<file path="config.mk">
export PLATFORM = sky130hd
export DESIGN_NAME = eth_ipv4_l4_header_parser_unit
export DESIGN_NICKNAME = d
export VERILOG_FILES = /design/src/rtl/core/eip_pkg.sv /design/src/rtl/core/eip_in_reg.sv /design/src/rtl/core/eip_parse.sv /design/src/rtl/core/eip_out_reg.sv /design/src/rtl/core/eth_ipv4_l4_header_parser_unit.sv
export SDC_FILE = /design/constraint.sdc
export NUM_CORES = 1
export LEC_CHECK = 0
export ABC_AREA = 1
export BUFFER_PORTS_ARGS = -buffer_cell sky130_fd_sc_hd__buf_2
export CAP_MARGIN = 20
export CORE_ASPECT_RATIO = 1.1
export CORE_UTILIZATION = 35
export DETAILED_ROUTE_END_ITERATION = 10
export HOLD_SLACK_MARGIN = 0.03
export PLACE_DENSITY = 0.55
export SLEW_MARGIN = 20
export SYNTH_ARGS = -nofsm -noshare
export SYNTH_HDL_FRONTEND = slang
export SYNTH_HIERARCHICAL = 1
export SYNTH_SLANG_ARGS = --single-unit
</file>
<file path="constraint.sdc">
create_clock -name clk -period 4.6 [get_ports clk]
set_input_delay 0.46 -clock clk [delete_from_list [all_inputs] [get_ports clk]]
set_output_delay 0.46 -clock clk [all_outputs]
set_load 0.01 [all_outputs]
</file>
<file path="src/rtl/core/eip_pkg.sv">
// Shared types, codes and constants for the Ethernet/IPv4/L4 header parser.
`timescale 1ns / 1ps

package eip_pkg;

  localparam int ETH_HDR_BYTES_DEF = 14;
  localparam int OFFSET_WIDTH_DEF  = 11;
  localparam int IP_FIXED_BYTES    = 20;

  localparam logic [15:0] IPV4_ETHERTYPE = 16'h0800;
  localparam logic [7:0]  PROTO_TCP      = 8'd6;
  localparam logic [7:0]  PROTO_UDP      = 8'd17;
  localparam logic [5:0]  MIN_IHL_BYTES  = 6'd20;
  localparam logic [5:0]  UDP_HDR_BYTES  = 6'd8;

  // byte positions inside the IPv4 header
  localparam logic [4:0] IP_B_VER_IHL = 5'd0;
  localparam logic [4:0] IP_B_TOS     = 5'd1;
  localparam logic [4:0] IP_B_LEN_HI  = 5'd2;
  localparam logic [4:0] IP_B_LEN_LO  = 5'd3;
  localparam logic [4:0] IP_B_ID_HI   = 5'd4;
  localparam logic [4:0] IP_B_ID_LO   = 5'd5;
  localparam logic [4:0] IP_B_TTL     = 5'd8;
  localparam logic [4:0] IP_B_PROTO   = 5'd9;
  localparam logic [4:0] IP_B_SRC     = 5'd12;
  localparam logic [4:0] IP_B_DST     = 5'd16;

  // byte positions inside the TCP/UDP header
  localparam logic [1:0] L4_B_SRC_HI = 2'd0;
  localparam logic [1:0] L4_B_SRC_LO = 2'd1;
  localparam logic [1:0] L4_B_DST_HI = 2'd2;
  localparam logic [1:0] L4_B_DST_LO = 2'd3;
  localparam int         L4_PORT_BYTES = 4;
  localparam int         L4_DOFF_POS   = 12;
  // shortest frame tails that still hold what each protocol needs
  localparam int         TCP_MIN_BYTES = L4_DOFF_POS + 1;
  localparam int         UDP_MIN_BYTES = L4_PORT_BYTES;

  typedef enum logic [2:0] {
    ST_NOT_IP   = 3'd0,
    ST_TCP      = 3'd1,
    ST_UDP      = 3'd2,
    ST_OTHER_IP = 3'd3,
    ST_BAD      = 3'd4
  } status_t;

  typedef struct packed {
    logic [7:0] data_byte;
    logic       last_byte;
  } item_t;

  typedef struct packed {
    status_t     status;
    logic [31:0] src_addr;
    logic [31:0] dst_addr;
    logic [15:0] sport;
    logic [15:0] dport;
    logic [15:0] ip_total_length;
    logic [7:0]  ip_protocol;
    logic [5:0]  ip_header_bytes;
    logic [5:0]  l4_header_bytes;
    logic [7:0]  ttl;
    logic [7:0]  type_of_service;
    logic [15:0] ident;
  } result_t;

endpackage

</file>
<file path="src/rtl/core/eip_in_reg.sv">
// Input register: holds one frame byte in front of the parse logic.
`timescale 1ns / 1ps

module eip_in_reg
  import eip_pkg::*;
(
  input  logic       clk,
  input  logic       rst_n,
  input  logic       hold,
  input  logic       in_valid,
  input  logic [7:0] in_data_byte,
  input  logic       in_last_byte,
  output logic       item_valid,
  output item_t      item
);

  logic  valid_r;
  item_t item_r;

  always_ff @(posedge clk) begin
    if (!rst_n) begin
      valid_r <= 1'b0;
    end else if (!hold) begin
      valid_r <= in_valid;
    end
  end

  always_ff @(posedge clk) begin
    if (!hold) begin
      item_r.data_byte <= in_data_byte;
      item_r.last_byte <= in_last_byte;
    end
  end

  assign item_valid = valid_r;
  assign item       = item_r;

endmodule

</file>
<file path="src/rtl/core/eip_parse.sv">
// Frame offset tracking, header field capture and the end-of-frame verdict.
`timescale 1ns / 1ps

module eip_parse
  import eip_pkg::*;
#(
  parameter int ETH_HEADER_BYTES = ETH_HDR_BYTES_DEF,
  parameter int OFFSET_WIDTH     = OFFSET_WIDTH_DEF
) (
  input  logic    clk,
  input  logic    rst_n,
  input  logic    step,
  input  item_t   item,
  output result_t result
);

  localparam int CW = OFFSET_WIDTH + 1;
  localparam logic [OFFSET_WIDTH-1:0] OFF_MAX = '1;
  localparam logic [CW-1:0] ETH_C    = CW'(ETH_HEADER_BYTES);
  localparam logic [CW-1:0] IP_END_C = CW'(ETH_HEADER_BYTES + IP_FIXED_BYTES);

  logic [OFFSET_WIDTH-1:0] offset_r, offset_nxt;
  logic [15:0] ethertype_r, ethertype_nxt;
  logic [5:0]  ihl_r, ihl_nxt;
  logic [7:0]  tos_r, tos_nxt;
  logic [15:0] total_len_r, total_len_nxt;
  logic [15:0] ident_r, ident_nxt;
  logic [7:0]  ttl_r, ttl_nxt;
  logic [7:0]  proto_r, proto_nxt;
  logic [31:0] src_addr_r, src_addr_nxt;
  logic [31:0] dst_addr_r, dst_addr_nxt;
  logic [15:0] sport_r, sport_nxt;
  logic [15:0] dport_r, dport_nxt;
  logic [5:0]  l4_len_r, l4_len_nxt;

  logic [CW-1:0] off_w, ip_diff, l4_base, l4_diff, len;
  logic [4:0]    ip_k;
  logic [7:0]    b;
  status_t       status;

  assign b       = item.data_byte;
  assign off_w   = {1'b0, offset_r};
  assign ip_diff = off_w - ETH_C;
  assign ip_k    = ip_diff[4:0];
  assign l4_base = ETH_C + CW'(ihl_r);
  assign l4_diff = off_w - l4_base;
  assign len     = off_w + CW'(1);

  // field capture for the current byte
  always_comb begin
    offset_nxt    = (offset_r < OFF_MAX) ? offset_r + OFFSET_WIDTH'(1) : offset_r;
    ethertype_nxt = ethertype_r;
    ihl_nxt       = ihl_r;
    tos_nxt       = tos_r;
    total_len_nxt = total_len_r;
    ident_nxt     = ident_r;
    ttl_nxt       = ttl_r;
    proto_nxt     = proto_r;
    src_addr_nxt  = src_addr_r;
    dst_addr_nxt  = dst_addr_r;
    sport_nxt     = sport_r;
    dport_nxt     = dport_r;
    l4_len_nxt    = l4_len_r;

    if (off_w == ETH_C - CW'(2) || off_w == ETH_C - CW'(1)) begin
      ethertype_nxt = {ethertype_r[7:0], b};
    end

    if (off_w >= ETH_C && off_w < IP_END_C) begin
      case (ip_k)
        IP_B_VER_IHL: ihl_nxt = {b[3:0], 2'b00};
        IP_B_TOS:     tos_nxt = b;
        IP_B_LEN_HI:  total_len_nxt[15:8] = b;
        IP_B_LEN_LO:  total_len_nxt[7:0]  = b;
        IP_B_ID_HI:   ident_nxt[15:8] = b;
        IP_B_ID_LO:   ident_nxt[7:0]  = b;
        IP_B_TTL:     ttl_nxt = b;
        IP_B_PROTO:   proto_nxt = b;
        default: begin
          // address bytes arrive most significant first
          if (ip_k >= IP_B_DST) begin
            dst_addr_nxt[{~ip_k[1:0], 3'b000} +: 8] = b;
          end else if (ip_k >= IP_B_SRC) begin
            src_addr_nxt[{~ip_k[1:0], 3'b000} +: 8] = b;
          end
        end
      endcase
    end

    // L4 header starts right after the IHL captured earlier in this frame
    if (off_w > ETH_C && off_w >= l4_base) begin
      if (l4_diff < CW'(L4_PORT_BYTES)) begin
        case (l4_diff[1:0])
          L4_B_SRC_HI: sport_nxt[15:8] = b;
          L4_B_SRC_LO: sport_nxt[7:0]  = b;
          L4_B_DST_HI: dport_nxt[15:8] = b;
          L4_B_DST_LO: dport_nxt[7:0]  = b;
          default:     sport_nxt = sport_r;
        endcase
      end else if (l4_diff == CW'(L4_DOFF_POS)) begin
        l4_len_nxt = {b[7:4], 2'b00};
      end
    end
  end

  // verdict, using this byte's captures
  always_comb begin
    if (len < ETH_C) begin
      status = ST_BAD;
    end else if (ethertype_nxt != IPV4_ETHERTYPE) begin
      status = ST_NOT_IP;
    end else if (ihl_nxt < MIN_IHL_BYTES || len < ETH_C + CW'(ihl_nxt)) begin
      status = ST_BAD;
    end else if (proto_nxt == PROTO_TCP) begin
      status = (len < ETH_C + CW'(ihl_nxt) + CW'(TCP_MIN_BYTES)) ? ST_BAD : ST_TCP;
    end else if (proto_nxt == PROTO_UDP) begin
      status = (len < ETH_C + CW'(ihl_nxt) + CW'(UDP_MIN_BYTES)) ? ST_BAD : ST_UDP;
    end else begin
      status = ST_OTHER_IP;
    end

    result        = '0;
    result.status = status;
    if (status != ST_NOT_IP) begin
      result.src_addr        = src_addr_nxt;
      result.dst_addr        = dst_addr_nxt;
      result.ip_total_length = total_len_nxt;
      result.ip_protocol     = proto_nxt;
      result.ip_header_bytes = ihl_nxt;
      result.ttl             = ttl_nxt;
      result.type_of_service = tos_nxt;
      result.ident           = ident_nxt;
    end
    if (status == ST_TCP || status == ST_UDP) begin
      result.sport           = sport_nxt;
      result.dport           = dport_nxt;
      result.l4_header_bytes = (status == ST_TCP) ? l4_len_nxt : UDP_HDR_BYTES;
    end
  end

  // all per-frame state returns to zero after the last byte
  always_ff @(posedge clk) begin
    if (!rst_n || (step && item.last_byte)) begin
      offset_r    <= '0;
      ethertype_r <= '0;
      ihl_r       <= '0;
      tos_r       <= '0;
      total_len_r <= '0;
      ident_r     <= '0;
      ttl_r       <= '0;
      proto_r     <= '0;
      src_addr_r  <= '0;
      dst_addr_r  <= '0;
      sport_r     <= '0;
      dport_r     <= '0;
      l4_len_r    <= '0;
    end else if (step) begin
      offset_r    <= offset_nxt;
      ethertype_r <= ethertype_nxt;
      ihl_r       <= ihl_nxt;
      tos_r       <= tos_nxt;
      total_len_r <= total_len_nxt;
      ident_r     <= ident_nxt;
      ttl_r       <= ttl_nxt;
      proto_r     <= proto_nxt;
      src_addr_r  <= src_addr_nxt;
      dst_addr_r  <= dst_addr_nxt;
      sport_r     <= sport_nxt;
      dport_r     <= dport_nxt;
      l4_len_r    <= l4_len_nxt;
    end
  end

endmodule

</file>
<file path="src/rtl/core/eip_out_reg.sv">
// Result register: holds one parse result until the downstream side takes it.
`timescale 1ns / 1ps

module eip_out_reg
  import eip_pkg::*;
(
  input  logic    clk,
  input  logic    rst_n,
  input  logic    load,
  input  result_t res,
  input  logic    out_stall,
  output logic    out_valid,
  output result_t out_res
);

  logic    valid_r, valid_nxt;
  result_t res_r;

  always_comb begin
    if (load) begin
      valid_nxt = 1'b1;
    end else if (!out_stall) begin
      valid_nxt = 1'b0;
    end else begin
      valid_nxt = valid_r;
    end
  end

  always_ff @(posedge clk) begin
    if (!rst_n) begin
      valid_r <= 1'b0;
    end else begin
      valid_r <= valid_nxt;
    end
  end

  always_ff @(posedge clk) begin
    if (load) begin
      res_r <= res;
    end
  end

  assign out_valid = valid_r;
  assign out_res   = res_r;

endmodule

</file>
<file path="src/rtl/core/eth_ipv4_l4_header_parser_unit.sv">
// Top level of the Ethernet/IPv4/TCP-UDP header parser.
//
//   channel | direction | handshake           | payload
//   in_     | input     | in_valid/in_stall   | data_byte, last_byte
//   out_    | output    | out_valid/out_stall | status, addresses, ports, IP fields
//
// One byte per clock is taken while in_stall is low; out_valid for a frame rises once
// its last byte has passed the input register and then loaded the result register.
// Bytes keep flowing while a result waits; only a last byte stalls, and only
// when the result register is still full and the output is stalled.
// rst_n is synchronous; reset clears the frame offset and all captured fields.
`timescale 1ns / 1ps

module eth_ipv4_l4_header_parser_unit
  import eip_pkg::*;
#(
  parameter int ETH_HEADER_BYTES = ETH_HDR_BYTES_DEF,
  parameter int OFFSET_WIDTH     = OFFSET_WIDTH_DEF
) (
  input  logic        clk,
  input  logic        rst_n,
  input  logic        in_valid,
  output logic        in_stall,
  input  logic [7:0]  in_data_byte,
  input  logic        in_last_byte,
  output logic        out_valid,
  input  logic        out_stall,
  output logic [2:0]  out_status,
  output logic [31:0] out_src_addr,
  output logic [31:0] out_dst_addr,
  output logic [15:0] out_sport,
  output logic [15:0] out_dport,
  output logic [15:0] out_ip_total_length,
  output logic [7:0]  out_ip_protocol,
  output logic [5:0]  out_ip_header_bytes,
  output logic [5:0]  out_l4_header_bytes,
  output logic [7:0]  out_ttl,
  output logic [7:0]  out_type_of_service,
  output logic [15:0] out_ident
);

  logic    item_valid, advance, step;
  item_t   item;
  result_t res, out_res;

  // a byte moves on unless it ends a frame and the result slot is blocked
  assign advance  = !item.last_byte || !out_valid || !out_stall;
  assign in_stall = item_valid && !advance;
  assign step     = item_valid && advance;

  eip_in_reg u_in_reg (
    .clk          (clk),
    .rst_n        (rst_n),
    .hold         (in_stall),
    .in_valid     (in_valid),
    .in_data_byte (in_data_byte),
    .in_last_byte (in_last_byte),
    .item_valid   (item_valid),
    .item         (item)
  );

  eip_parse #(
    .ETH_HEADER_BYTES (ETH_HEADER_BYTES),
    .OFFSET_WIDTH     (OFFSET_WIDTH)
  ) u_parse (
    .clk    (clk),
    .rst_n  (rst_n),
    .step   (step),
    .item   (item),
    .result (res)
  );

  eip_out_reg u_out_reg (
    .clk       (clk),
    .rst_n     (rst_n),
    .load      (step && item.last_byte),
    .res       (res),
    .out_stall (out_stall),
    .out_valid (out_valid),
    .out_res   (out_res)
  );

  assign out_status          = out_res.status;
  assign out_src_addr        = out_res.src_addr;
  assign out_dst_addr        = out_res.dst_addr;
  assign out_sport           = out_res.sport;
  assign out_dport           = out_res.dport;
  assign out_ip_total_length = out_res.ip_total_length;
  assign out_ip_protocol     = out_res.ip_protocol;
  assign out_ip_header_bytes = out_res.ip_header_bytes;
  assign out_l4_header_bytes = out_res.l4_header_bytes;
  assign out_ttl             = out_res.ttl;
  assign out_type_of_service = out_res.type_of_service;
  assign out_ident           = out_res.ident;

endmodule
</file>
==> results.yml <==
routing:
  ant_nets: 0
  via_per_inst: 4.91
  drc_errors: 0
  first_pass_iters: 5
  wire_per_inst_um: 16.8
  drt_iter0_drc: 1147
  wirelength_mm: 52.1
  vias: 15192
yosys:
  synth_flop_cell: "dfxtp_1"
  synthArstFlopShare: 0
  synth_area_per_cell_sq_um: 8.01
  yosys_register_bits: 369
  synth_top_area_frac: 0.294
  netlist_area_sq_um: 18000
  synth_edf_count: 176
  netlist_instances: 2245
  synth_cell_types: 47
  yosysWarnings: 6
  synth_top_area_cell: "edfxtp_1"
  synth_area_leaders: "edfxtp_1 (29%), dfxtp_1 (21%), nand2_1 (8.5%)"
  ys_seq_area_frac: 0.509
place:
  dp.cells: 3013
  placed_area_sq_um: 19500
  hpwl_mm: 34.4
  gp_congestion: 0.925
  io_buffer_count: 181
setup_path:
  critPathKind: "reg -> reg"
  crit_family: "simple AND/OR/NAND/NOR gates"
  startpoint: "u_parse/offset_r[1]$_SDFFE_PP0P_"
  cp_slowest_cell: "dfxtp_1"
  required_ns: 4.90
  critPathArrivalTime_ns: 4.58
  slowest_delay_ns: 0.37
  worstReg2RegStart: "u_parse/offset_r[1]$_SDFFE_PP0P_"
  crit_buf_inv: 4
  cp-end-kind: "flip-flop"
  path_max_fanout: 16
  cp-start-kind: "flip-flop"
sta:
  finalSetupTns_ns: 0
  timing.hold.ws_ns: 0.0763
  drv_slew: 0
  finalHoldViolations: 0
  maxSlewHeadroom: 0.303
  finClkSkew_ns: 0.0161
  fmax_mhz: 234
  fin_crit_ns: 4.28
  period_share: 0.930
  finalSetupViolCount: 0
  max_slew.worst_pin.slew_ns: 1.04
pwr:
  p_leak_nw: 9.53
  p_comb_frac: 0.124
  internal-power_mw: 5.91
  power.switching_mw: 2.12
  clkPwrFrac: 0.419
  sequentialPowerShare: 0.457
  p_sw_frac: 0.264
  ir_drop_uv: 323
  powerDensity_nw_per_um2: 381
die:
  die_y_um: 240
  start_util: 0.357
  fp.coreArea_sq_um: 50400
  die_x_um: 218
  die_area_sq_um: 52300
  rows: 86
  ioPinCount: 182
clock_tree:
  clk_pin_slew_worst_paths_ns: 0.06
  clock_sinks: 369
  ctsLongestPathBuffers: 3
  cts_tree: "built"
  htreeDepth: 2
  cts-root-buf: "clkbuf_16"
  worstSkewPairLatency_ns: 0.56
  cts_made_buffers: 41
hold_path:
  hold_class: "in -> reg"
  holdCritStartpoint: "in_data_byte[4]"
finish:
  final_cell_area_sq_um: 21100
  ff_latch_area_sq_um: 9150
  nFillCells: 5075
  num_antenna_cells: 0
  layout-drive-gt1-share: 0.146
  fin_nets: 2456
  finalNonFillerCells: 3096
  syn_to_final_growth_pct: 17.2
  multi_input_area_sq_um: 7250
global_route:
  grt_overflow: 0
  grt_pass1_wl_mm: 80.0
  grt_usage: 0.197
  antenna_found_initial: 1
  grt_max_degree: 198
  first_global_vias: 14226
flow_run:
  maxCapViolCount: 0
outcome:
  status: "finished, final reports clean"
-- path summary, 6_finish.rpt --
check / end / slack (ns) / depth (start not counted)
setup / recovery: u_out_reg/out_res[6]$_DFFE_PP_ / 0.32 / 27
hold / removal: u_in_reg/item[5]$_DFFE_PN_ / 0.08 / 1
setup reg to reg: u_out_reg/out_res[6]$_DFFE_PP_ / 0.32 / 27
hold reg to reg: u_parse/l4_len_r[1]$_SDFFE_PP0P_ / 0.45 / 2
-- cell type report --
cell class / count / share of cell area
tap: 660 / 0.0392
sequential: 369 / 0.434
multi-input combinational: 1468 / 0.344
inverter: 295 / 0.0532
timing repair buffer: 229 / 0.0638
clock inverter: 17 / 0.00945
clock buffer: 58 / 0.0557
-- Yosys cell counts, drive strengths merged, types with 2 or more instances --
cell type / count
xnor2: 4
nand4: 23
mux2i: 25
nor4: 3
nand3b: 2
inv: 295
a31oi: 2
nand2: 416
ha: 38
or2: 5
nand3: 76
dfxtp: 193
edfxtp: 176
a21oi: 159
clkbuf: 78
buf: 36
o21ai: 178
nor3: 29
nor2: 394
o211ai: 43
xor2: 16
and2: 29
o21a: 2
a21boi: 16
-- cells by family (layout without fill, tap and decap cells) --
| family | count (synthesis) | after routing | share of synthesized area |
|---|---|---|---|
| other | 1 | 2 | 0.000209 |
| buffers and inverters | 409 | 599 | 0.0903 |
| and+or+nand+nor | 977 | 977 | 0.226 |
| AOI/OAI and AO/OA | 405 | 405 | 0.123 |
| adders and majority gates | 39 | 39 | 0.0276 |
| DFF | 369 | 369 | 0.509 |
| xor gates and xnor gates | 20 | 20 | 0.00974 |
| muxes | 25 | 25 | 0.0139 |
-- timing repair --
item                                    CTS  global route
endpoints found under the hold margin     2             0
pin swaps                                 0             2
gates resized for setup                   1            18
hold buffers                              2             0
endpoints found under the setup margin   32           164
buffers inserted                          0             4
cloned                                    0             2
-- power by group through the flow --
stage / logic (mW) / clock network, mW / registers (mW)
floorplan: 0.649 / 0 / 3.75
global placement: 0.931 / 0 / 3.74
detailed placement: 0.951 / 0 / 3.74
CTS: 0.955 / 3.48 / 3.67
global route: 1.12 / 3.62 / 3.68
finish: 0.994 / 3.37 / 3.67
-- registers in the layout, indices dropped and copies added, names as in the netlist, 8 cells and up --
register and flops:
u_parse/tos_r 8, u_parse/sport_r 16, u_out_reg/out_res 167, u_parse/offset_r 11, u_parse/ident_r 16, u_parse/total_len_r 16, u_parse/ethertype_r 16, u_parse/src_addr_r 32
u_in_reg/item 9, u_parse/ttl_r 8, u_parse/proto_r 8, u_parse/dst_addr_r 32, u_parse/dport_r 16
-- stage by stage --
stage                     total power [mW]   util  setup WS, ns
after floorplan                       4.40      -         0.157
after global placement                4.67  0.388        0.0485
after detailed placement              4.69  0.388      -0.00848
after CTS                             8.11  0.416        0.0559
after global routing                  8.42  0.418       -0.0151
final                                 8.03  0.418         0.322
-- metal layers --
layer / vias to the layer above / global-route usage / wire (um)
met5: - / 0 / 0
met4: 0 / 0.0568 / 1230
met3: 81 / 0.0348 / 2980
met2: 417 / 0.319 / 24100
met1: 7126 / 0.267 / 23800
li1: 7568 / - / -
-- layout by cell type (no fill, tap or decap), types with 19 or more instances in the layout --
cell type / n
o211ai_1: 43
nor2_1: 371
mux2i_1: 25
nand2_1: 403
dfxtp_1: 192
inv_1: 283
a21oi_1: 155
clkbuf_16: 45
and2_1: 29
buf_4: 41
ha_1: 38
nor3_1: 28
nor2_2: 19
nand4_1: 23
nand3_1: 75
edfxtp_1: 176
buf_2: 181
o21ai_0: 162
Power figures use the tool's default switching activity.
